`src/hdl/lebe_pkg.sv`:
```
`default_nettype none
package lebe_pkg;

   localparam int unsigned PATTERN_DEPTH = 8;
   localparam int unsigned DIV_BITS      = 32;
   localparam int unsigned DVS_BITS      = 17;

   localparam logic [7:0]  LEVEL_FULL   = 8'hFF;
   localparam logic [7:0]  LEVEL_OFF    = 8'h00;
   localparam logic [15:0] PERIOD_RESET = 16'd1000;

   localparam logic [2:0] CSR_MODE         = 3'd0;
   localparam logic [2:0] CSR_PERIOD       = 3'd1;
   localparam logic [2:0] CSR_DIRECT_LEVEL = 3'd2;
   localparam logic [2:0] CSR_PAT_LENGTH   = 3'd3;
   localparam logic [2:0] CSR_PAT_LOW      = 3'd4;
   localparam logic [2:0] CSR_PAT_HIGH     = 3'd5;

   localparam logic [2:0] MODE_DIRECT   = 3'd0;
   localparam logic [2:0] MODE_BLINK    = 3'd1;
   localparam logic [2:0] MODE_PATTERN  = 3'd2;
   localparam logic [2:0] MODE_FADE_ON  = 3'd3;
   localparam logic [2:0] MODE_FADE_OFF = 3'd4;
   localparam logic [2:0] MODE_BREATHE  = 3'd5;

   typedef enum logic [5:0] {
      ST_IDLE  = 6'b000001,
      ST_SETUP = 6'b000010,
      ST_MOD   = 6'b000100,
      ST_PREP  = 6'b001000,
      ST_RAMP  = 6'b010000,
      ST_DONE  = 6'b100000
   } state_type;

endpackage
`default_nettype wire

```
`src/hdl/lebe_div.sv`:
```
`default_nettype none
// Restoring divider, one quotient bit per cycle. done pulses when the last quotient bit is registered.
module lebe_div
   import lebe_pkg::*;
(
   input  wire logic                  clock,
   input  wire logic                  reset,
   input  wire logic                  start,
   input  wire logic [DIV_BITS-1:0]   dividend,
   input  wire logic [DVS_BITS-1:0]   divisor,
   output logic                       done,
   output logic [DIV_BITS-1:0]        quotient,
   output logic [DVS_BITS-1:0]        remainder
);

   localparam int unsigned CNT_BITS = $clog2(DIV_BITS);
   localparam logic [CNT_BITS-1:0] CNT_LAST = CNT_BITS'(DIV_BITS - 1);

   logic [DVS_BITS-1:0] rem_ff, rem_in;
   logic [DIV_BITS-1:0] dq_ff, dq_in;
   logic [DVS_BITS-1:0] dvs_ff, dvs_in;
   logic [CNT_BITS-1:0] cnt_ff, cnt_in;
   logic                busy_ff, busy_in;
   logic                done_ff, done_in;
   logic [DVS_BITS+1:0] diff;

   always_comb begin
      rem_in  = rem_ff;
      dq_in   = dq_ff;
      dvs_in  = dvs_ff;
      cnt_in  = cnt_ff;
      busy_in = busy_ff;
      done_in = 1'b0;
      diff    = {1'b0, rem_ff, dq_ff[DIV_BITS-1]} - {2'b00, dvs_ff};
      if (start) begin
         rem_in  = '0;
         dq_in   = dividend;
         dvs_in  = divisor;
         cnt_in  = '0;
         busy_in = 1'b1;
      end else if (busy_ff) begin
         if (!diff[DVS_BITS+1]) begin
            rem_in = diff[DVS_BITS-1:0];
         end else begin
            rem_in = {rem_ff[DVS_BITS-2:0], dq_ff[DIV_BITS-1]};
         end
         dq_in  = {dq_ff[DIV_BITS-2:0], ~diff[DVS_BITS+1]};
         cnt_in = cnt_ff + 1'b1;
         if (cnt_ff == CNT_LAST) begin
            busy_in = 1'b0;
            done_in = 1'b1;
         end
      end
   end

   always_ff @(posedge clock) begin
      if (reset) begin
         busy_ff <= 1'b0;
         done_ff <= 1'b0;
         cnt_ff  <= '0;
      end else begin
         busy_ff <= busy_in;
         done_ff <= done_in;
         cnt_ff  <= cnt_in;
      end
      rem_ff <= rem_in;
      dq_ff  <= dq_in;
      dvs_ff <= dvs_in;
   end

   assign done      = done_ff;
   assign quotient  = dq_ff;
   assign remainder = rem_ff;

endmodule
`default_nettype wire

```
`src/hdl/led_effect_brightness_engine.sv`:
```
`default_nettype none
// LED effect brightness engine.
// req_ channel: one transaction per millisecond tick, tdata = now_ms.
// rsp_ channel: one transaction per tick, brightness and pattern step.
// csr_ port: write-only register file, index in csr_addr, data in csr_wdata;
//   any write to a mapped index restarts the effect on the next tick.
// req_tready returns high in the same cycle that the result enters the rsp
// register, so the next req transaction can be taken while it is still offered.
// One shared 32-step restoring divider serves the timed modes: blink and breathe
// use it for the elapsed-time remainder, fades and breathe for the ramp.
// req_tready is high only while no tick is in progress. A finished result
// sits in the rsp register while the next tick is taken; if rsp_tready is
// still low when that tick finishes, it waits in the engine.
// Reset returns the state, CSRs and effect state to their defaults and drops rsp_tvalid.
module led_effect_brightness_engine
   import lebe_pkg::*;
(
   input  wire logic        clock,
   input  wire logic        reset,
   input  wire logic        req_tvalid,
   output logic             req_tready,
   input  wire logic [31:0] req_tdata,  // [31:0] now_ms
   output logic             rsp_tvalid,
   input  wire logic        rsp_tready,
   output logic [15:0]      rsp_tdata,  // [7:0] brightness, [10:8] pattern_step
   input  wire logic        csr_wr_en,
   input  wire logic [2:0]  csr_addr,
   input  wire logic [63:0] csr_wdata
);

   state_type state_ff, state_in;

   logic [2:0]  mode_ff, mode_in;
   logic [15:0] period_ff, period_in;
   logic [7:0]  direct_ff, direct_in;
   logic [3:0]  pat_len_ff, pat_len_in;
   logic [63:0] pat_low_ff, pat_low_in;
   logic [63:0] pat_high_ff, pat_high_in;

   logic        started_ff, started_in;
   logic [31:0] stamp_ff, stamp_in;
   logic [31:0] seg_ff, seg_in;
   logic [2:0]  step_ff, step_in;

   logic [31:0] now_ff, now_in;
   logic [31:0] elapsed_ff, elapsed_in;
   logic        first_ff, first_in;
   logic [15:0] ramp_x_ff, ramp_x_in;
   logic        inv_ff, inv_in;
   logic [7:0]  level_ff, level_in;
   logic [2:0]  step_out_ff, step_out_in;

   logic        rsp_valid_ff, rsp_valid_in;
   logic [7:0]  rsp_level_ff, rsp_level_in;
   logic [2:0]  rsp_step_ff, rsp_step_in;

   logic                div_start;
   logic [DIV_BITS-1:0] div_dividend;
   logic [DVS_BITS-1:0] div_divisor;
   logic                div_done;
   logic [DIV_BITS-1:0] div_quot;
   logic [DVS_BITS-1:0] div_rem;

   logic [15:0] period_used;
   logic [3:0]  len_used;
   logic [2:0]  step_cur;
   logic [3:0]  step_inc;
   logic [63:0] dur_word;
   logic [15:0] dur;
   logic [16:0] pos;
   logic [16:0] pos_minus;
   logic [23:0] ramp_scaled;
   logic        cfg_clear;

   lebe_div u_div (
      .clock     (clock),
      .reset     (reset),
      .start     (div_start),
      .dividend  (div_dividend),
      .divisor   (div_divisor),
      .done      (div_done),
      .quotient  (div_quot),
      .remainder (div_rem)
   );

   assign period_used = (period_ff == 16'd0) ? 16'd1 : period_ff;

   always_comb begin
      if (pat_len_ff == 4'd0) begin
         len_used = 4'd1;
      end else if (pat_len_ff > 4'(PATTERN_DEPTH)) begin
         len_used = 4'(PATTERN_DEPTH);
      end else begin
         len_used = pat_len_ff;
      end
      step_cur    = ({1'b0, step_ff} >= len_used) ? 3'd0 : step_ff;
      step_inc    = {1'b0, step_cur} + 4'd1;
      dur_word    = step_cur[2] ? pat_high_ff : pat_low_ff;
      dur         = dur_word[{step_cur[1:0], 4'b0000} +: 16];
      pos         = {div_rem[15:0], 1'b0};
      pos_minus   = pos - {1'b0, period_used};
      ramp_scaled = {ramp_x_ff, 8'h00} - {8'h00, ramp_x_ff};
   end

   always_comb begin
      state_in     = state_ff;
      mode_in      = mode_ff;
      period_in    = period_ff;
      direct_in    = direct_ff;
      pat_len_in   = pat_len_ff;
      pat_low_in   = pat_low_ff;
      pat_high_in  = pat_high_ff;
      started_in   = started_ff;
      stamp_in     = stamp_ff;
      seg_in       = seg_ff;
      step_in      = step_ff;
      now_in       = now_ff;
      elapsed_in   = elapsed_ff;
      first_in     = first_ff;
      ramp_x_in    = ramp_x_ff;
      inv_in       = inv_ff;
      level_in     = level_ff;
      step_out_in  = step_out_ff;
      rsp_valid_in = rsp_valid_ff;
      rsp_level_in = rsp_level_ff;
      rsp_step_in  = rsp_step_ff;
      div_start    = 1'b0;
      div_dividend = '0;
      div_divisor  = '0;
      cfg_clear    = 1'b0;

      if (csr_wr_en) begin
         unique case (csr_addr)
            CSR_MODE: begin
               mode_in   = csr_wdata[2:0];
               cfg_clear = 1'b1;
            end
            CSR_PERIOD: begin
               period_in = csr_wdata[15:0];
               cfg_clear = 1'b1;
            end
            CSR_DIRECT_LEVEL: begin
               direct_in = csr_wdata[7:0];
               cfg_clear = 1'b1;
            end
            CSR_PAT_LENGTH: begin
               pat_len_in = csr_wdata[3:0];
               cfg_clear  = 1'b1;
            end
            CSR_PAT_LOW: begin
               pat_low_in = csr_wdata;
               cfg_clear  = 1'b1;
            end
            CSR_PAT_HIGH: begin
               pat_high_in = csr_wdata;
               cfg_clear   = 1'b1;
            end
            default: ;
         endcase
         if (cfg_clear) begin
            started_in = 1'b0;
            step_in    = 3'd0;
         end
      end

      if (rsp_valid_ff && rsp_tready) begin
         rsp_valid_in = 1'b0;
      end

      unique case (state_ff)
         ST_IDLE: begin
            if (req_tvalid) begin
               now_in = req_tdata;
               if (mode_ff >= MODE_BLINK && mode_ff <= MODE_BREATHE && !started_ff) begin
                  started_in = 1'b1;
                  stamp_in   = req_tdata;
                  elapsed_in = 32'd0;
                  first_in   = 1'b1;
               end else begin
                  elapsed_in = req_tdata - stamp_ff;
                  first_in   = 1'b0;
               end
               state_in = ST_SETUP;
            end
         end
         ST_SETUP: begin
            step_out_in = 3'd0;
            unique case (mode_ff)
               MODE_BLINK, MODE_BREATHE: begin
                  div_start    = 1'b1;
                  div_dividend = elapsed_ff;
                  div_divisor  = (mode_ff == MODE_BLINK) ? {period_used, 1'b0}
                                                         : {1'b0, period_used};
                  state_in     = ST_MOD;
               end
               MODE_FADE_ON, MODE_FADE_OFF: begin
                  if (elapsed_ff >= {16'h0000, period_used}) begin
                     level_in = (mode_ff == MODE_FADE_ON) ? LEVEL_FULL : LEVEL_OFF;
                     state_in = ST_DONE;
                  end else begin
                     ramp_x_in = elapsed_ff[15:0];
                     inv_in    = (mode_ff == MODE_FADE_OFF);
                     state_in  = ST_PREP;
                  end
               end
               MODE_PATTERN: begin
                  step_in = step_cur;
                  if (first_ff) begin
                     seg_in = now_ff;
                  end else if ((now_ff - seg_ff) >= {16'h0000, dur}) begin
                     seg_in  = now_ff;
                     step_in = (step_inc >= len_used) ? 3'd0 : step_inc[2:0];
                  end
                  level_in    = step_in[0] ? LEVEL_OFF : LEVEL_FULL;
                  step_out_in = step_in;
                  state_in    = ST_DONE;
               end
               default: begin
                  level_in = direct_ff;
                  state_in = ST_DONE;
               end
            endcase
         end
         ST_MOD: begin
            if (div_done) begin
               if (mode_ff == MODE_BLINK) begin
                  level_in = (div_rem < {1'b0, period_used}) ? LEVEL_FULL : LEVEL_OFF;
                  state_in = ST_DONE;
               end else begin
                  if (pos < {1'b0, period_used}) begin
                     ramp_x_in = pos[15:0];
                     inv_in    = 1'b0;
                  end else begin
                     ramp_x_in = pos_minus[15:0];
                     inv_in    = 1'b1;
                  end
                  state_in = ST_PREP;
               end
            end
         end
         ST_PREP: begin
            div_start    = 1'b1;
            div_dividend = {8'h00, ramp_scaled};
            div_divisor  = {1'b0, period_used};
            state_in     = ST_RAMP;
         end
         ST_RAMP: begin
            if (div_done) begin
               level_in = inv_ff ? (LEVEL_FULL - div_quot[7:0]) : div_quot[7:0];
               state_in = ST_DONE;
            end
         end
         ST_DONE: begin
            if (!rsp_valid_ff || rsp_tready) begin
               rsp_valid_in = 1'b1;
               rsp_level_in = level_ff;
               rsp_step_in  = step_out_ff;
               state_in     = ST_IDLE;
            end
         end
         default: state_in = ST_IDLE;
      endcase
   end

   always_ff @(posedge clock) begin
      if (reset) begin
         state_ff     <= ST_IDLE;
         mode_ff      <= MODE_DIRECT;
         period_ff    <= PERIOD_RESET;
         direct_ff    <= 8'h00;
         pat_len_ff   <= 4'd1;
         pat_low_ff   <= '0;
         pat_high_ff  <= '0;
         started_ff   <= 1'b0;
         stamp_ff     <= '0;
         seg_ff       <= '0;
         step_ff      <= 3'd0;
         rsp_valid_ff <= 1'b0;
      end else begin
         state_ff     <= state_in;
         mode_ff      <= mode_in;
         period_ff    <= period_in;
         direct_ff    <= direct_in;
         pat_len_ff   <= pat_len_in;
         pat_low_ff   <= pat_low_in;
         pat_high_ff  <= pat_high_in;
         started_ff   <= started_in;
         stamp_ff     <= stamp_in;
         seg_ff       <= seg_in;
         step_ff      <= step_in;
         rsp_valid_ff <= rsp_valid_in;
      end
      now_ff       <= now_in;
      elapsed_ff   <= elapsed_in;
      first_ff     <= first_in;
      ramp_x_ff    <= ramp_x_in;
      inv_ff       <= inv_in;
      level_ff     <= level_in;
      step_out_ff  <= step_out_in;
      rsp_level_ff <= rsp_level_in;
      rsp_step_ff  <= rsp_step_in;
   end

   assign req_tready = (state_ff == ST_IDLE);
   assign rsp_tvalid = rsp_valid_ff;
   assign rsp_tdata  = {5'b00000, rsp_step_ff, rsp_level_ff};

endmodule
`default_nettype wire

```
`config.mk`:
```
export PLATFORM = sky130hd
export DESIGN_NAME = led_effect_brightness_engine
export DESIGN_NICKNAME = d
export VERILOG_FILES = /design/src/hdl/lebe_pkg.sv /design/src/hdl/lebe_div.sv /design/src/hdl/led_effect_brightness_engine.sv
export SDC_FILE = /design/constraint.sdc
export NUM_CORES = 1
export LEC_CHECK = 0
export BUFFER_PORTS_ARGS = -buffer_cell sky130_fd_sc_hd__clkbuf_2
export CAP_MARGIN = 10
export CORE_AREA = 2 2 220 244
export DETAILED_ROUTE_END_ITERATION = 8
export DIE_AREA = 0 0 222 246
export GPL_ROUTABILITY_DRIVEN = 0
export SLEW_MARGIN = 20
export SYNTH_ARGS = -nofsm -noshare
export SYNTH_HDL_FRONTEND = slang
export SYNTH_SLANG_ARGS = --single-unit
```
`constraint.sdc`:
```
create_clock -name clock -period 6.5 [get_ports clock]
set_clock_uncertainty 0.05 [all_clocks]
set_input_delay 0.975 -clock clock [delete_from_list [all_inputs] [get_ports clock]]
set_output_delay 0.975 -clock clock [all_outputs]
set_load 0.02 [all_outputs]
```
* After elaboration in Yosys (flattened, before gate mapping)
Cells that the tools add are included.
** Cells by class
- Magnitude comparators :: 9
- Add/sub/neg operators :: 8
- Div/mod/pow operators :: 0
- Reductions and logical operators :: 31
- Mux-type cells :: 71
- Shifts and indexed selects :: 1
- Equality and inequality tests :: 27
- $mul :: 0
- Bitwise logic cells :: 2
** Operators by type and width (count)
- $mux 32 :: 5
- $mux 16 :: 6
- $ge 32x16->1 :: 2
- $mux 64 :: 1
- $mux 8 :: 8
- $pmux 32 s2 :: 1
- $shiftx 64x7->16 :: 1
- $sub 32x32->32 :: 2
- $mux 17 :: 3
- $pmux 8 s3 :: 2
- $mux 6 :: 6
- $pmux 6 s6 :: 1
- $lt 17x16->1 :: 2
- $pmux 17 s2 :: 1
- $pmux 16 s2 :: 1
- $mux 3 :: 10
- $sub 24x16->24 :: 1
- $mux 1 :: 21
- $sub 18x17->19 :: 1
- $logic_not 16->1 :: 1
- $reduce_and 2->1 :: 8
- $sub 16x16->16 :: 1
- $eq 3x2->1 const B :: 4
- $eq 3x3->1 const B :: 4
- other kinds (37) :: 56
** Word-level totals
- Memory bits (read-only) :: 0
- Logic and storage cells :: 176
- Flip-flop bits (word level) :: 411
- Memories :: 0
- Bits in writable memories :: 0
- Bits in latches :: 0
- Output and inout bits :: 18
- Bits of input ports :: 104

* Depth between registers and ports, before layout
Gate-level depths: netlist of run 1.
- Word-level depth :: 15
- Gate-level depth with buffers :: 28
- Mapped depth without buffers :: 26

* Modules after synthesis
Synthesis of run 1 repeated with hierarchy kept, for this count alone.
** Unflattened totals
- Cells, all modules :: 2718
- Area, all modules :: 23831.6 um2
** Modules (own cells, without submodules)
- led_effect_brightness_engine :: seq. area each 7807.5 um2, times used 1, cells each 2373, area each 19972.9 um2
- lebe_div :: seq. area each 1951.9 um2, times used 1, cells each 345, area each 3858.7 um2

* Least setup slack after synthesis of run 1
OpenSTA, ideal clock, no wires.
- Path kind :: register to register
- Start point :: register pat_len_ff[1]
- End point :: register level_ff[3] (data pin)
- Required time :: 6.298 ns
- Data arrival time :: 5.004 ns
- Path buffers :: 3
- Cell stages (with the launch flop) :: 28
- Setup slack :: 1.294 ns
- Clock period less this slack :: 5.206 ns
- Cells stage by stage :: dfxtp_1 nor2_1 nor2_1 nor2_1 ha_1 nand2b_1 a21oi_1 nor2b_1 o21ai_1 and2_1 clkbuf_1 clkbuf_1 clkbuf_1 nand2_1 a311oi_1 a21oi_1 ha_1 a21oi_1 nor2_1 a2111oi_0 o21ai_0 a2111o_1 a211oi_1 nand4_1 nor4_4 a31oi_2 mux2_4 a31oi_2
** Between the ends
- Longest elaborated chain between the ends :: 15
- Elaborated cells on any way between the ends :: 19
** RTL lines
- from (decl) :: RTL line led_effect_brightness_engine.sv:36 : logic [3:0] pat_len_ff, pat_len_in;
- from (signal assigned) :: RTL line led_effect_brightness_engine.sv:284 : pat_len_ff <= pat_len_in;
- $gt 4x4->1 :: RTL line led_effect_brightness_engine.sv:91 : end else if (pat_len_ff > 4'(PATTERN_DEPTH)) begin
- $mux 4 :: RTL line led_effect_brightness_engine.sv:91
- $mux 4 * :: RTL line led_effect_brightness_engine.sv:89 : if (pat_len_ff == 4'd0) begin
- $ge 3x4->1 :: RTL line led_effect_brightness_engine.sv:96 : step_cur = ({1'b0, step_ff} >= len_used) ? 3'd0 : step_ff;
- $mux 3 :: RTL line led_effect_brightness_engine.sv:96
- $mux 64 / $add 3x1->4 (equally long branches) :: RTL line led_effect_brightness_engine.sv:98, led_effect_brightness_engine.sv:97
- $shiftx 64x7->16 / $ge 4x4->1 (equally long branches) :: RTL line led_effect_brightness_engine.sv:99, led_effect_brightness_engine.sv:212
- $ge 32x16->1 / $mux 3 (equally long branches) :: RTL line led_effect_brightness_engine.sv:210, led_effect_brightness_engine.sv:212
- $mux 3 :: RTL line led_effect_brightness_engine.sv:210 : end else if ((now_ff - seg_ff) >= {16'h0000, dur}) begin
- $mux 3 * :: RTL line led_effect_brightness_engine.sv:208 : if (first_ff) begin
- $mux 3 * :: RTL line led_effect_brightness_engine.sv:188 : unique case (mode_ff)
- $mux 3 * :: RTL line led_effect_brightness_engine.sv:170 : unique case (state_ff)
- $mux 8 * :: RTL line led_effect_brightness_engine.sv:214 : level_in = step_in[0] ? LEVEL_OFF : LEVEL_FULL;
- $pmux 8 s3 * :: RTL line led_effect_brightness_engine.sv:188
- $pmux 8 s3 * :: RTL line led_effect_brightness_engine.sv:170
- named net level_in[3] :: RTL line led_effect_brightness_engine.sv:50 : logic [7:0] level_ff, level_in;
- to (signal assigned) :: RTL line led_effect_brightness_engine.sv:298 : level_ff <= level_in;
- to (decl) :: RTL line led_effect_brightness_engine.sv:50
Mark *: on every way through the listed nets, which the timed path passes. The rest lies on a longest branch. The select of a mux whose other input is x is not followed.
A chain may end at the register's enable or synchronous reset.

* Worst setup path after layout of run 1
- Start point :: register pat_len_ff[1]
- End point :: register seg_ff[16]
** Between the ends
- Longest elaborated chain between the ends :: 10
- Elaborated cells on any way between the ends :: 11
** RTL lines
- $gt 4x4->1 :: RTL line led_effect_brightness_engine.sv:91
- $mux 4 :: RTL line led_effect_brightness_engine.sv:91
- $mux 4 * :: RTL line led_effect_brightness_engine.sv:89
- $ge 3x4->1 * :: RTL line led_effect_brightness_engine.sv:96
- $mux 3 * :: RTL line led_effect_brightness_engine.sv:96
- $mux 64 :: RTL line led_effect_brightness_engine.sv:98 : dur_word = step_cur[2] ? pat_high_ff : pat_low_ff;
- $shiftx 64x7->16 * :: RTL line led_effect_brightness_engine.sv:99 : dur = dur_word[{step_cur[1:0], 4'b0000} +: 16];
- $ge 32x16->1 * :: RTL line led_effect_brightness_engine.sv:210
- $reduce_bool 2->1 (no line) *
- $reduce_and 3->1 (no line) *
- to (signal assigned) :: RTL line led_effect_brightness_engine.sv:289 : seg_ff <= seg_in;
- to (decl) :: RTL line led_effect_brightness_engine.sv:42 : logic [31:0] seg_ff, seg_in;
Every way passes the cells marked *; elsewhere a longest branch is shown, timed or not.

==> report_table.html, run 1 <==
<table>
<tr><th>Metric</th><th>Value</th></tr>
<tr><th colspan="2">Power</th></tr>
<tr><td>Internal Dissipation</td><td>4.63 mW</td></tr>
<tr><td>Gate power share</td><td>0.151</td></tr>
<tr><td>Net switching power of the design</td><td>1.78 mW</td></tr>
<tr><td>Pleak</td><td>9.80 nW</td></tr>
<tr><td>Clock Power Share</td><td>0.400</td></tr>
<tr><td>Power density over the cells</td><td>247 mW/mm²</td></tr>
<tr><td>Peak ir drop on the vdd network</td><td>0.202 mV</td></tr>
<tr><td>Switching fraction of total power</td><td>0.278</td></tr>
<tr><td>Sequential fraction of design power</td><td>0.450</td></tr>
<tr><th colspan="2">Routing</th></tr>
<tr><td>ANT nets after route</td><td>0</td></tr>
<tr><td>DR WL/cell</td><td>19.0 µm</td></tr>
<tr><td>Number of design-rule violations left by the first detailed-router iteration</td><td>1331</td></tr>
<tr><td>Via density</td><td>5.62</td></tr>
<tr><td>Final routed wirelength across all metal layers</td><td>65900 µm</td></tr>
<tr><td>DR pass1 iterations</td><td>5</td></tr>
<tr><td>Post-detailed-route DRC marker count</td><td>0</td></tr>
<tr><td>DR vias</td><td>19.6k</td></tr>
<tr><th colspan="2">Status</th></tr>
<tr><td>Outcome</td><td>complete, no violations</td></tr>
<tr><th colspan="2">Synth</th></tr>
<tr><td>Average cell area after synthesis</td><td>8.60 µm²</td></tr>
<tr><td>Combinational family with the most area after synthesis</td><td>compound AO/OA/AOI/OAI gates</td></tr>
<tr><td>Synthesis Warnings</td><td>0</td></tr>
<tr><td>Complex-gate fraction of the synthesized area</td><td>0.184</td></tr>
<tr><td>Number of distinct standard cells referenced by the synthesized netlist</td><td>79</td></tr>
<tr><td>Count leader, synth</td><td>nand2_1</td></tr>
<tr><td>Synthesized-area fraction occupied by xor and xnor cells</td><td>0.0335</td></tr>
<tr><td>Gate count after technology mapping</td><td>2707</td></tr>
<tr><td>Multiplexer fraction of the synthesized cell area</td><td>0.0444</td></tr>
<tr><td>Adder and majority cell fraction of the synthesized area</td><td>0.0894</td></tr>
<tr><td>Most used flip-flop cell after synthesis</td><td>dfxtp_1</td></tr>
<tr><td>Sequential share of the synthesized area</td><td>0.419</td></tr>
<tr><td>Synth Register Bits</td><td>411</td></tr>
<tr><td>Biggest area consumer among synthesized cells</td><td>dfxtp_1</td></tr>
<tr><td>Post-Syn Area</td><td>0.0233 mm²</td></tr>
<tr><td>Most numerous cell types in the synthesized netlist</td><td>566 x nand2_1, 315 x a21oi_1, 258 x dfxtp_1</td></tr>
<tr><td>Async SR Flop Fraction</td><td>0</td></tr>
<tr><td>Number of synthesized flops with an enable pin</td><td>153</td></tr>
<tr><td>Area share of the largest cell type after synthesis</td><td>0.222</td></tr>
<tr><td>Synth top area cells</td><td>dfxtp_1 22%, edfxtp_1 20%, nand2_1 9.1%, ha_1 8.6%, a21oi_1 6.8%</td></tr>
<tr><td>Simple-gate share of the synthesized area</td><td>0.181</td></tr>
<tr><th colspan="2">Floorplan</th></tr>
<tr><td>IO Count</td><td>122</td></tr>
<tr><td>Effective utilization at floorplan</td><td>0.447</td></tr>
<tr><td>Number of core rows</td><td>88</td></tr>
<tr><td>Total die area</td><td>0.0546 mm²</td></tr>
<tr><td>Core region area</td><td>0.0521 mm²</td></tr>
<tr><td>Die Width</td><td>222 µm</td></tr>
<tr><td>Die height</td><td>246 µm</td></tr>
<tr><th colspan="2">Timing</th></tr>
<tr><td>Worst Setup Slack, final</td><td>0.649 ns</td></tr>
<tr><td>Worst slew margin relative to its limit</td><td>0.291</td></tr>
<tr><td>Max Clock Freq</td><td>171 MHz</td></tr>
<tr><td>Ratio of final minimum period to clock period</td><td>0.900</td></tr>
<tr><td>Sum Neg Setup Slack</td><td>0 ns</td></tr>
<tr><td>Minimum period implied by the final worst setup slack</td><td>5.85 ns</td></tr>
<tr><td>Actual slew at the worst max-slew pin</td><td>1.06 ns</td></tr>
<tr><td>Final count of pins violating max slew</td><td>0</td></tr>
<tr><td>Hold Vio Cnt, Final</td><td>0</td></tr>
<tr><td>Unrepaired setup endpoints after global routing</td><td>false</td></tr>
<tr><td>Final setup fails</td><td>0</td></tr>
<tr><th colspan="2">Worst setup path</th></tr>
<tr><td>Capture point of the worst path</td><td>seg_ff[16]</td></tr>
<tr><td>Library cell contributing the largest single delay on the critical path</td><td>clkinvlp_4</td></tr>
<tr><td>Arrival time at the worst endpoint</td><td>6.25 ns</td></tr>
<tr><td>Timing startpoint of the critical path</td><td>pat_len_ff[1]</td></tr>
<tr><td>Type of the worst setup path</td><td>reg2reg</td></tr>
<tr><td>Crit path launch type</td><td>flip-flop</td></tr>
<tr><td>Cell seen most often among critical-path stages</td><td>nor2_1</td></tr>
<tr><td>Crit path largest cell delay</td><td>0.48 ns</td></tr>
<tr><td>Crit end category</td><td>flip-flop</td></tr>
<tr><td>Required time at the worst-slack endpoint</td><td>6.90 ns</td></tr>
<tr><td>Capture instance of the worst register-to-register path</td><td>seg_ff[16]</td></tr>
<tr><td>CP cell instances</td><td>nor2_1, nor2_1, nor2_1, ha_1, nand2b_1, a21oi_1, nor2b_1, o21ai_1, nand2_1, clkinvlp_4, a311oi_1, a21oi_1, ha_1, a21o_1, a2111oi_0, nand4_1, a2111o_1, a211oi_1, nand4_1, nor4_4, and3_1, a21oi_4, buf_4, mux2i_1</td></tr>
<tr><td>FF-to-FF setup slack</td><td>0.65 ns</td></tr>
<tr><td>CP Max Fanout</td><td>25</td></tr>
<tr><td>Beginning of the worst register-to-register path</td><td>pat_len_ff[1]</td></tr>
<tr><td>Reg2reg path depth</td><td>24</td></tr>
<tr><th colspan="2">Worst hold path</th></tr>
<tr><td>Type of the worst min-delay path</td><td>reg2reg</td></tr>
<tr><td>Worst Hold Launch</td><td>step_out_ff[2]</td></tr>
<tr><th colspan="2">CTS</th></tr>
<tr><td>Clock H-tree levels</td><td>2</td></tr>
<tr><td>Clock root buffer master</td><td>clkbuf_16</td></tr>
<tr><td>Maximum buffer depth of the clock tree</td><td>3</td></tr>
<tr><td>Clock tree from TritonCTS</td><td>built</td></tr>
<tr><td>Clk Latency, worst-skew pair</td><td>0.61 ns</td></tr>
<tr><td>Post-CTS setup buffer count</td><td>0</td></tr>
<tr><td>CTS buffer count</td><td>46</td></tr>
<tr><td>Clock slew seen by the registers of the worst setup and hold paths</td><td>0.06 ns</td></tr>
<tr><td>TritonCTS sink count</td><td>411</td></tr>
<tr><td>Number of buffers inserted for hold repair after clock tree synthesis</td><td>0</td></tr>
<tr><th colspan="2">Global routing</th></tr>
<tr><td>GR Overflow Total</td><td>0</td></tr>
<tr><td>Largest net degree at the start of global routing</td><td>98</td></tr>
<tr><td>Total GRT Usage</td><td>0.240</td></tr>
<tr><td>First-pass GRT wire length</td><td>104000 µm</td></tr>
<tr><td>Vias in the first global route</td><td>19.1k</td></tr>
<tr><td>Initial antenna violation count</td><td>0</td></tr>
<tr><th colspan="2">Layout</th></tr>
<tr><td>Layout Nets</td><td>3035</td></tr>
<tr><td>Signed area change from the synthesized netlist to the final layout</td><td>11.5%</td></tr>
<tr><td>Antenna cells</td><td>0</td></tr>
<tr><td>Share of final-layout standard cells stronger than drive strength 1</td><td>0.0938</td></tr>
<tr><th colspan="2">Placement</th></tr>
<tr><td>HPWL after detailed placement</td><td>48300 µm</td></tr>
<tr><td>Number of buffers inserted by port buffering</td><td>116</td></tr>
<tr><td>Post-Place Worst Slack</td><td>0.589 ns</td></tr>
<tr><th colspan="2">Flow run</th></tr>
<tr><td>Max Cap Viol</td><td>0</td></tr>
</table>
-- metrics by stage --
stage | cells | instance area, µm² | hold WS, ns | total power [mW] | util
after floorplan | 2711 | 23300 | 0.350 | 3.58 | -
after global placement | 3394 | 24400 | 0.351 | 3.87 | 0.469
after detailed placement | 3394 | 24400 | 0.365 | 3.90 | 0.469
after CTS | 3478 | 25900 | 0.368 | 6.46 | 0.498
after global routing | 3478 | 25900 | 0.376 | 6.69 | 0.498
final | 3478 | 25900 | 0.363 | 6.41 | 0.498
-- critical path, delay by kind of cell, from the launching register on --
kind            cells  cell delay [ns]
compound gates      9             1.96
simple gates       10             1.73
buf+inv             2             0.78
fa+ha+maj           2             0.62
flops               1             0.35
mux                 1             0.17
-- flip-flops by register name (all words and copies together) (netlist names), 3 cells and up --
name	count
period_ff	16
now_ff	32
pat_high_ff	64
level_ff	8
direct_ff	8
stamp_ff	32
pat_len_ff	4
seg_ff	32
mode_ff	3
rsp_level_ff	8
u_div.cnt_ff	5
u_div.remainder	17
step_ff	3
pat_low_ff	64
rsp_step_ff	3
ramp_x_ff	16
state_ff	6
u_div.quotient	32
elapsed_ff	32
u_div.dvs_ff	17
step_out_ff	3
-- cell families (layout without fill, tap and decap cells) --
group                    count (synthesis)  count (layout)
AND/OR/NAND/NOR                        975             975
other                                    1               5
buffers and inverters                  285             377
AO/OA/AOI/OAI                          697             697
multiplexers                            85              85
XOR/XNOR                                89              89
flip-flops                             411             411
adder cells (fa/ha/maj)                164             164
-- placed cells by master (no fill, tap or decap), drive strengths merged, types with 45 or more instances in the layout --
master,n
a21oi,316
clkbuf,182
dfxtp,258
edfxtp,153
ha,160
inv,149
mux2i,68
nand2,566
nor2,166
nor3,45
o21ai,105
xnor2,50
-- worst min path at each step --
stage,to,cells past startpoint
3_3_place_gp,rsp_step_ff[2],0
4_1_cts,rsp_step_ff[2],0
5_1_grt,rsp_step_ff[2],0
6_report,rsp_step_ff[2],0
3_5_place_dp,rsp_level_ff[1],0
2_1_floorplan,rsp_level_ff[0],0
-- layout make-up --
class / instances / area, µm²
Multi-Input combinational cell: 2015 / 12500
Inverter: 150 / 567
Tap cell: 675 / 845
Clock inverter: 17 / 144
Timing Repair Buffer: 143 / 790
Clock buffer: 67 / 1340
Fill cell: 4968 / 26100
Sequential cell: 411 / 9760
-- power by group through the flow --
stage	Sequential [mW]	Clock, mW	Combinational [mW]
3_3_place_gp	2.94	0	0.928
3_5_place_dp	2.94	0	0.957
4_1_cts	2.88	2.61	0.964
6_report	2.88	2.56	0.967
2_1_floorplan	2.89	0	0.697
5_1_grt	2.89	2.71	1.08
-- metal layers --
metal,global-route usage,part of all wire
met2,0.417,0.48
met4,0.117,0.047
met3,0.0326,0.046
met5,0,0
met1,0.292,0.43
-- repair_timing --
action | 4_1_cts | 5_1_grt
hold endpoints to repair | 0 | 0
gates resized for setup | 0 | 2
endpoints found under the setup margin | 0 | 24
Power figures use the tool's default switching activity.
==> inputs of run 2 (changes only) <==
- ABC_AREA: unset -> 1
- CORE_AREA: 2 2 220 244 -> 2 2 225 249
- DIE_AREA: 0 0 222 246 -> 0 0 227 251
==> run 2 against run 1 <==
  * Area after synthesis grew 4.6%
  * Hold slack better by 0.021 ns
  * Wire length is 7.3% higher
  * Sequential share of layout area fell by 1.7 points
  * Via count is 11% higher
  * Power increased by 8.1%
  * Combinational power increased by 30%
  * Critical path depth increased by 10
  * Global-route usage is 0.66 points higher
  * Sequential cell count unchanged
  * Die area increased by 4.3%
  * Critical path type unchanged
  * Largest cell class unchanged
  * Largest power group unchanged
==> report_table.html, run 2 <==
<table>
<tr><th>Metric</th><th>Value</th></tr>
<tr><th colspan="2">Power</th></tr>
<tr><td>Sequential fraction of design power</td><td>0.420</td></tr>
<tr><td>Internal Dissipation</td><td>4.89 mW</td></tr>
<tr><td>Power density over the cells</td><td>255 mW/mm²</td></tr>
<tr><td>Peak ir drop on the vdd network</td><td>0.177 mV</td></tr>
<tr><td>Total chip power</td><td>6.93 mW</td></tr>
<tr><td>Clock Power Share</td><td>0.398</td></tr>
<tr><td>Net switching power of the design</td><td>2.05 mW</td></tr>
<tr><td>Switching fraction of total power</td><td>0.295</td></tr>
<tr><td>Gate power share</td><td>0.182</td></tr>
<tr><td>Pleak</td><td>12.1 nW</td></tr>
<tr><th colspan="2">Worst setup path</th></tr>
<tr><td>Arrival time at the worst endpoint</td><td>5.59 ns</td></tr>
<tr><td>Crit path largest cell delay</td><td>0.41 ns</td></tr>
<tr><td>Crit path launch type</td><td>flip-flop</td></tr>
<tr><td>Crit end category</td><td>flip-flop</td></tr>
<tr><td>Top delay family on crit path</td><td>compound AO/OA/AOI/OAI gates</td></tr>
<tr><td>Type of the worst setup path</td><td>reg2reg</td></tr>
<tr><td>Critical path buffers and inverters</td><td>7</td></tr>
<tr><td>Critical path depth in cells</td><td>34</td></tr>
<tr><td>Library cell contributing the largest single delay on the critical path</td><td>inv_1</td></tr>
<tr><td>Reg2reg path depth</td><td>34</td></tr>
<tr><td>CP Max Fanout</td><td>62</td></tr>
<tr><td>Required time at the worst-slack endpoint</td><td>6.91 ns</td></tr>
<tr><th colspan="2">Timing</th></tr>
<tr><td>Hold Vio Cnt, Final</td><td>0</td></tr>
<tr><td>Ratio of final minimum period to clock period</td><td>0.797</td></tr>
<tr><td>Final setup fails</td><td>0</td></tr>
<tr><td>Unrepaired setup endpoints after global routing</td><td>false</td></tr>
<tr><td>Max Clock Freq</td><td>193 MHz</td></tr>
<tr><td>Actual slew at the worst max-slew pin</td><td>1.00 ns</td></tr>
<tr><td>Worst slew margin relative to its limit</td><td>0.331</td></tr>
<tr><td>Final count of pins violating max slew</td><td>0</td></tr>
<tr><td>Worst Setup Slack, final</td><td>1.32 ns</td></tr>
<tr><td>Minimum period implied by the final worst setup slack</td><td>5.18 ns</td></tr>
<tr><td>Sum Neg Setup Slack</td><td>0 ns</td></tr>
<tr><td>Post-route worst hold slack</td><td>0.384 ns</td></tr>
<tr><th colspan="2">Synth</th></tr>
<tr><td>Biggest area consumer among synthesized cells</td><td>dfxtp_1</td></tr>
<tr><td>Synthesis Warnings</td><td>0</td></tr>
<tr><td>Area share of the largest cell type after synthesis</td><td>0.212</td></tr>
<tr><td>Gate count after technology mapping</td><td>3252</td></tr>
<tr><td>Async SR Flop Fraction</td><td>0</td></tr>
<tr><td>Simple-gate share of the synthesized area</td><td>0.202</td></tr>
<tr><td>Most numerous cell types in the synthesized netlist</td><td>530 x nand2_1, 505 x nor2_1, 419 x inv_1</td></tr>
<tr><td>Sequential share of the synthesized area</td><td>0.401</td></tr>
<tr><td>Post-Syn Area</td><td>0.0243 mm²</td></tr>
<tr><td>Most used flip-flop cell after synthesis</td><td>dfxtp_1</td></tr>
<tr><td>Multiplexer fraction of the synthesized cell area</td><td>0.0173</td></tr>
<tr><td>Average cell area after synthesis</td><td>7.48 µm²</td></tr>
<tr><td>Complex-gate fraction of the synthesized area</td><td>0.187</td></tr>
<tr><td>Count leader, synth</td><td>nand2_1</td></tr>
<tr><td>Number of distinct standard cells referenced by the synthesized netlist</td><td>65</td></tr>
<tr><td>Synth Register Bits</td><td>411</td></tr>
<tr><td>Synth top area cells</td><td>dfxtp_1 21%, edfxtp_1 19%, ha_1 8.2%, nand2_1 8.2%, nor2_1 7.8%</td></tr>
<tr><td>Number of synthesized flops with an enable pin</td><td>153</td></tr>
<tr><td>Synthesized-area fraction occupied by xor and xnor cells</td><td>0.0194</td></tr>
<tr><td>Combinational family with the most area after synthesis</td><td>simple AND/OR/NAND/NOR gates</td></tr>
<tr><td>Adder and majority cell fraction of the synthesized area</td><td>0.0855</td></tr>
<tr><th colspan="2">Flow run</th></tr>
<tr><td>Max Cap Viol</td><td>0</td></tr>
<tr><th colspan="2">Floorplan</th></tr>
<tr><td>Die height</td><td>251 µm</td></tr>
<tr><td>Effective utilization at floorplan</td><td>0.447</td></tr>
<tr><td>Die Width</td><td>227 µm</td></tr>
<tr><td>Number of core rows</td><td>90</td></tr>
<tr><td>IO Count</td><td>122</td></tr>
<tr><td>Core region area</td><td>0.0545 mm²</td></tr>
<tr><td>Total die area</td><td>0.0570 mm²</td></tr>
<tr><th colspan="2">Layout</th></tr>
<tr><td>Final non-filler cell total</td><td>4095</td></tr>
<tr><td>Most common cell after layout, fill and taps aside</td><td>nand2_1</td></tr>
<tr><td>Post-route standard cell area excluding fillers</td><td>0.0272 mm²</td></tr>
<tr><td>Layout Nets</td><td>3590</td></tr>
<tr><td>Number of fillers in the final layout</td><td>5396</td></tr>
<tr><td>Largest registers</td><td>pat_high_ff (64), pat_low_ff (64)</td></tr>
<tr><td>Signed area change from the synthesized netlist to the final layout</td><td>11.6%</td></tr>
<tr><td>Final core utilization</td><td>0.498</td></tr>
<tr><td>Share of final-layout standard cells stronger than drive strength 1</td><td>0.0873</td></tr>
<tr><td>Commonest cells after routing, fill and taps aside</td><td>529 x nand2_1, 498 x nor2_1, 418 x inv_1, 371 x o21ai_0, 258 x dfxtp_1</td></tr>
<tr><th colspan="2">Global routing</th></tr>
<tr><td>First-pass GRT wire length</td><td>111000 µm</td></tr>
<tr><td>GR Overflow Total</td><td>0</td></tr>
<tr><td>Largest net degree at the start of global routing</td><td>140</td></tr>
<tr><td>Initial antenna violation count</td><td>2</td></tr>
<tr><td>Vias in the first global route</td><td>20.6k</td></tr>
<tr><td>Total GRT Usage</td><td>0.246</td></tr>
<tr><th colspan="2">CTS</th></tr>
<tr><td>Clock root buffer master</td><td>clkbuf_16</td></tr>
<tr><td>TritonCTS sink count</td><td>411</td></tr>
<tr><td>Count of cells resized by post-cts repair</td><td>0</td></tr>
<tr><td>Clock H-tree levels</td><td>2</td></tr>
<tr><td>Maximum buffer depth of the clock tree</td><td>3</td></tr>
<tr><td>Clk Latency, worst-skew pair</td><td>0.60 ns</td></tr>
<tr><td>CTS buffer count</td><td>44</td></tr>
<tr><td>Post-CTS setup buffer count</td><td>0</td></tr>
<tr><td>Clock tree from TritonCTS</td><td>built</td></tr>
<tr><td>Clock slew seen by the registers of the worst setup and hold paths</td><td>0.06 ns</td></tr>
<tr><td>Number of buffers inserted for hold repair after clock tree synthesis</td><td>0</td></tr>
<tr><th colspan="2">Routing</th></tr>
<tr><td>DR vias</td><td>21.8k</td></tr>
<tr><td>Via density</td><td>5.33</td></tr>
<tr><td>ANT nets after route</td><td>0</td></tr>
<tr><td>Post-detailed-route DRC marker count</td><td>0</td></tr>
<tr><td>Number of design-rule violations left by the first detailed-router iteration</td><td>1713</td></tr>
<tr><td>DR WL/cell</td><td>17.3 µm</td></tr>
<tr><td>DR pass1 iterations</td><td>6</td></tr>
<tr><td>Final routed wirelength across all metal layers</td><td>70700 µm</td></tr>
<tr><th colspan="2">Placement</th></tr>
<tr><td>Number of placed instances with taps included</td><td>4012</td></tr>
<tr><td>Post-Place Worst Slack</td><td>1.39 ns</td></tr>
<tr><td>Instance area at placement</td><td>0.0256 mm²</td></tr>
<tr><td>HPWL after detailed placement</td><td>52200 µm</td></tr>
<tr><td>Number of buffers inserted by port buffering</td><td>116</td></tr>
<tr><th colspan="2">Status</th></tr>
<tr><td>Outcome</td><td>complete, no violations</td></tr>
<tr><th colspan="2">Worst hold path</th></tr>
<tr><td>Number of cells traversed by the worst hold path</td><td>0</td></tr>
<tr><td>Type of the worst min-delay path</td><td>reg2reg</td></tr>
</table>
[run 2: logic make-up (layout without fill, tap and decap cells)]
kind of cell / after synthesis / in the layout
muxes: 42 / 42
other: 1 / 6
DFF: 411 / 411
adders and majority gates: 164 / 164
xor gates and xnor gates: 54 / 54
AOI/OAI and AO/OA: 821 / 821
buffers and inverters: 548 / 650
and+or+nand+nor: 1211 / 1211
[run 2: final timing paths]
path | endpoint | slack, ns | start
max | seg_ff[0] | 1.32 | pat_len_ff[0]
min | rsp_level_ff[4] | 0.38 | level_ff[4]
max reg2reg | seg_ff[0] | 1.32 | pat_len_ff[0]
min reg2reg | rsp_level_ff[4] | 0.38 | level_ff[4]
[run 2: power by group through the flow]
stage / Combinational, mW / Sequential [mW] / Clock [mW]
5_1_grt: 1.43 / 2.92 / 2.90
3_3_place_gp: 1.22 / 2.96 / 0
4_1_cts: 1.26 / 2.91 / 2.80
3_5_place_dp: 1.25 / 2.96 / 0
2_1_floorplan: 0.925 / 2.92 / 0
6_report: 1.26 / 2.91 / 2.76
[run 2: final cells by class]
type,instances,area (µm²),share of cell area
clock inverter,23,313,0.0115
clock buffer,59,1280,0.0472
sequential,411,9760,0.359
multi-input combinational,2297,12500,0.461
timing repair buffer,136,743,0.0274
antenna,1,2.50,0.0000921
inverter,432,1630,0.0599
tap,736,921,0.0339
[run 2: routing by layer]
| metal | vias up | global-route usage | share of wire |
|---|---|---|---|
| li1 | 10900 | - | - |
| met1 | 10200 | 0.318 | 0.44 |
| met2 | 545 | 0.420 | 0.48 |
| met3 | 123 | 0.0306 | 0.042 |
| met4 | 2 | 0.0928 | 0.038 |
| met5 | - | 0 | 0.00014 |
==> inputs of run 3 (changes only) <==
- clock period: 6.5 -> 4.94 ns (I/O delays scaled with it)
==> run 3 against run 2 <==
  * Cell area is 0.67% higher
  * Global-route usage barely moved
  * Non-clock buffer count rose by 24
  * Via count barely moved
  * Sequential cell count is the same
  * First-iteration DRC count decreased by 20%
  * Hold slack worse by 0.063 ns
  * Setup slack worse by 0.95 ns
  * Critical path depth fell by 1
  * Die area is the same
  * Highest routed layer unchanged
==> report_table.html, run 3 (synthesis results as in run 2) <==
<table>
<tr><th>Metric</th><th>Value</th></tr>
<tr><th colspan="2">Worst setup path</th></tr>
<tr><td>Crit path largest cell delay</td><td>0.36 ns</td></tr>
<tr><td>Type of the worst setup path</td><td>reg2reg</td></tr>
<tr><td>CP Max Fanout</td><td>29</td></tr>
<tr><td>Arrival time at the worst endpoint</td><td>5.03 ns</td></tr>
<tr><td>Crit end category</td><td>flip-flop</td></tr>
<tr><td>Required time at the worst-slack endpoint</td><td>5.40 ns</td></tr>
<tr><td>Library cell contributing the largest single delay on the critical path</td><td>dfxtp_1</td></tr>
<tr><td>Crit path launch type</td><td>flip-flop</td></tr>
<tr><td>Cell seen most often among critical-path stages</td><td>nand2_1</td></tr>
<tr><th colspan="2">Floorplan</th></tr>
<tr><td>Effective utilization at floorplan</td><td>0.447</td></tr>
<tr><td>Die Width</td><td>227 µm</td></tr>
<tr><td>Die height</td><td>251 µm</td></tr>
<tr><td>Core region area</td><td>0.0545 mm²</td></tr>
<tr><td>Total die area</td><td>0.0570 mm²</td></tr>
<tr><td>IO Count</td><td>122</td></tr>
<tr><td>Number of core rows</td><td>90</td></tr>
<tr><th colspan="2">CTS</th></tr>
<tr><td>Clock slew seen by the registers of the worst setup and hold paths</td><td>0.06 ns</td></tr>
<tr><td>Clock tree from TritonCTS</td><td>built</td></tr>
<tr><td>CTS buffer count</td><td>45</td></tr>
<tr><td>Clock root buffer master</td><td>clkbuf_16</td></tr>
<tr><td>Maximum buffer depth of the clock tree</td><td>3</td></tr>
<tr><td>Clk Latency, worst-skew pair</td><td>0.60 ns</td></tr>
<tr><td>TritonCTS sink count</td><td>411</td></tr>
<tr><td>Clock H-tree levels</td><td>2</td></tr>
<tr><th colspan="2">Routing</th></tr>
<tr><td>DR vias</td><td>21.8k</td></tr>
<tr><td>Final routed wirelength across all metal layers</td><td>70600 µm</td></tr>
<tr><td>DR pass1 iterations</td><td>5</td></tr>
<tr><td>Number of design-rule violations left by the first detailed-router iteration</td><td>1367</td></tr>
<tr><td>DR WL/cell</td><td>17.1 µm</td></tr>
<tr><td>Via density</td><td>5.30</td></tr>
<tr><td>ANT nets after route</td><td>0</td></tr>
<tr><td>Post-detailed-route DRC marker count</td><td>0</td></tr>
<tr><th colspan="2">Layout</th></tr>
<tr><td>Signed area change from the synthesized netlist to the final layout</td><td>12.4%</td></tr>
<tr><td>Commonest cells after routing, fill and taps aside</td><td>529 x nand2_1, 498 x nor2_1, 418 x inv_1, 369 x o21ai_0, 258 x dfxtp_1</td></tr>
<tr><td>Number of fillers in the final layout</td><td>5404</td></tr>
<tr><td>Post-route standard cell area excluding fillers</td><td>0.0273 mm²</td></tr>
<tr><td>Most common cell after layout, fill and taps aside</td><td>nand2_1</td></tr>
<tr><td>Largest registers</td><td>pat_high_ff (64), pat_low_ff (64)</td></tr>
<tr><td>Layout Nets</td><td>3615</td></tr>
<tr><td>Share of final-layout standard cells stronger than drive strength 1</td><td>0.0923</td></tr>
<tr><th colspan="2">Timing</th></tr>
<tr><td>Final setup fails</td><td>0</td></tr>
<tr><td>Minimum period implied by the final worst setup slack</td><td>4.57 ns</td></tr>
<tr><td>Ratio of final minimum period to clock period</td><td>0.925</td></tr>
<tr><td>Final count of pins violating max slew</td><td>0</td></tr>
<tr><td>Actual slew at the worst max-slew pin</td><td>0.989 ns</td></tr>
<tr><td>Max Clock Freq</td><td>219 MHz</td></tr>
<tr><td>Worst slew margin relative to its limit</td><td>0.338</td></tr>
<tr><td>Sum Neg Setup Slack</td><td>0 ns</td></tr>
<tr><td>Hold Vio Cnt, Final</td><td>0</td></tr>
<tr><th colspan="2">Power</th></tr>
<tr><td>Power density over the cells</td><td>329 mW/mm²</td></tr>
<tr><td>Peak ir drop on the vdd network</td><td>0.311 mV</td></tr>
<tr><td>Total chip power</td><td>9.00 mW</td></tr>
<tr><td>Pleak</td><td>12.2 nW</td></tr>
<tr><th colspan="2">Placement</th></tr>
<tr><td>Instance area at placement</td><td>0.0258 mm²</td></tr>
<tr><td>Number of buffers inserted by port buffering</td><td>116</td></tr>
<tr><td>HPWL after detailed placement</td><td>52200 µm</td></tr>
<tr><th colspan="2">Global routing</th></tr>
<tr><td>First-pass GRT wire length</td><td>111000 µm</td></tr>
<tr><td>Vias in the first global route</td><td>20.7k</td></tr>
<tr><td>GR Overflow Total</td><td>0</td></tr>
<tr><td>Largest net degree at the start of global routing</td><td>147</td></tr>
<tr><td>Initial antenna violation count</td><td>2</td></tr>
<tr><td>Total GRT Usage</td><td>0.246</td></tr>
<tr><th colspan="2">Worst hold path</th></tr>
<tr><td>Type of the worst min-delay path</td><td>in2reg</td></tr>
<tr><th colspan="2">Flow run</th></tr>
<tr><td>Max Cap Viol</td><td>0</td></tr>
<tr><th colspan="2">Status</th></tr>
<tr><td>Outcome</td><td>complete, no violations</td></tr>
</table>
==> run 3: cell count changes in the layout (fill, tap and decap cells not counted), moves of 2 or more <==
cell	before	now
mux2i_2	0	2
o21ai_0	371	369
mux2i_1	42	40
o21ai_1	37	39
clkinvlp_4	5	1
clkinv_1	3	8
buf_12	1	5
clkbuf_8	6	4
buf_4	19	38
clkbuf_1	6	9
==> run 3: metal layers <==
metal | wire (µm) | track usage
met5 | 12 | 0
met4 | 2940 | 0.102
met3 | 3220 | 0.0340
met2 | 34300 | 0.425
met1 | 30100 | 0.306
==> run 3: cell type report <==
cell class	count	area [µm²]	area share
antenna	1	2.50	0.0000915
clock buffer	58	1210	0.0444
clock inverter	24	300	0.0110
inverter	432	1620	0.0594
multi-input combinational	2297	12500	0.458
sequential	411	9760	0.357
tap	736	921	0.0337
timing repair buffer	160	991	0.0362
==> run 3: where the power goes <==
part	internal, mW	total, mW	switching (mW)
clock network	2.06	3.51	1.44
registers	3.69	3.82	0.126
logic	0.587	1.67	1.08
total	6.34	9.00	2.65
==> run 3: stage by stage <==
stage               hold WS [ns]  utilization  setup slack [ns]  cells
floorplan                  0.350            -             0.109   3256
global placement           0.361        0.473             0.394   4032
detailed placement         0.372        0.473             0.310   4032
CTS                        0.289        0.500             0.268   4114
global route               0.305        0.502           -0.0297   4119
finish                     0.321        0.502             0.370   4119
==> run 3: what timing repair did <==
action | CTS | global route
buffers inserted | 0 | 3
hold buffers | 0 | 0
resized for setup | 0 | 7
endpoints found under the setup margin | 0 | 39
hold endpoints to repair | 0 | 0
==> run 3: path summary, 6_finish.rpt <==
kind                                     from              end  slack [ns]  depth (start not counted)
worst max register to register  pat_len_ff[0]       seg_ff[26]        0.37                         33
worst min register to register    level_ff[4]  rsp_level_ff[4]        0.38                          0
worst min-delay path             req_tdata[6]        now_ff[6]        0.32                          1
worst max-delay path            pat_len_ff[0]       seg_ff[26]        0.37                         33
==> run 3: worst max-delay path, delay by kind of cell, from the launching register on <==
family,cells,cell delay (ns)
mux,1,0.24
buf+inv,6,0.80
fa+ha+maj,2,0.58
compound gates,9,1.15
simple gates,15,1.25
flops,1,0.36
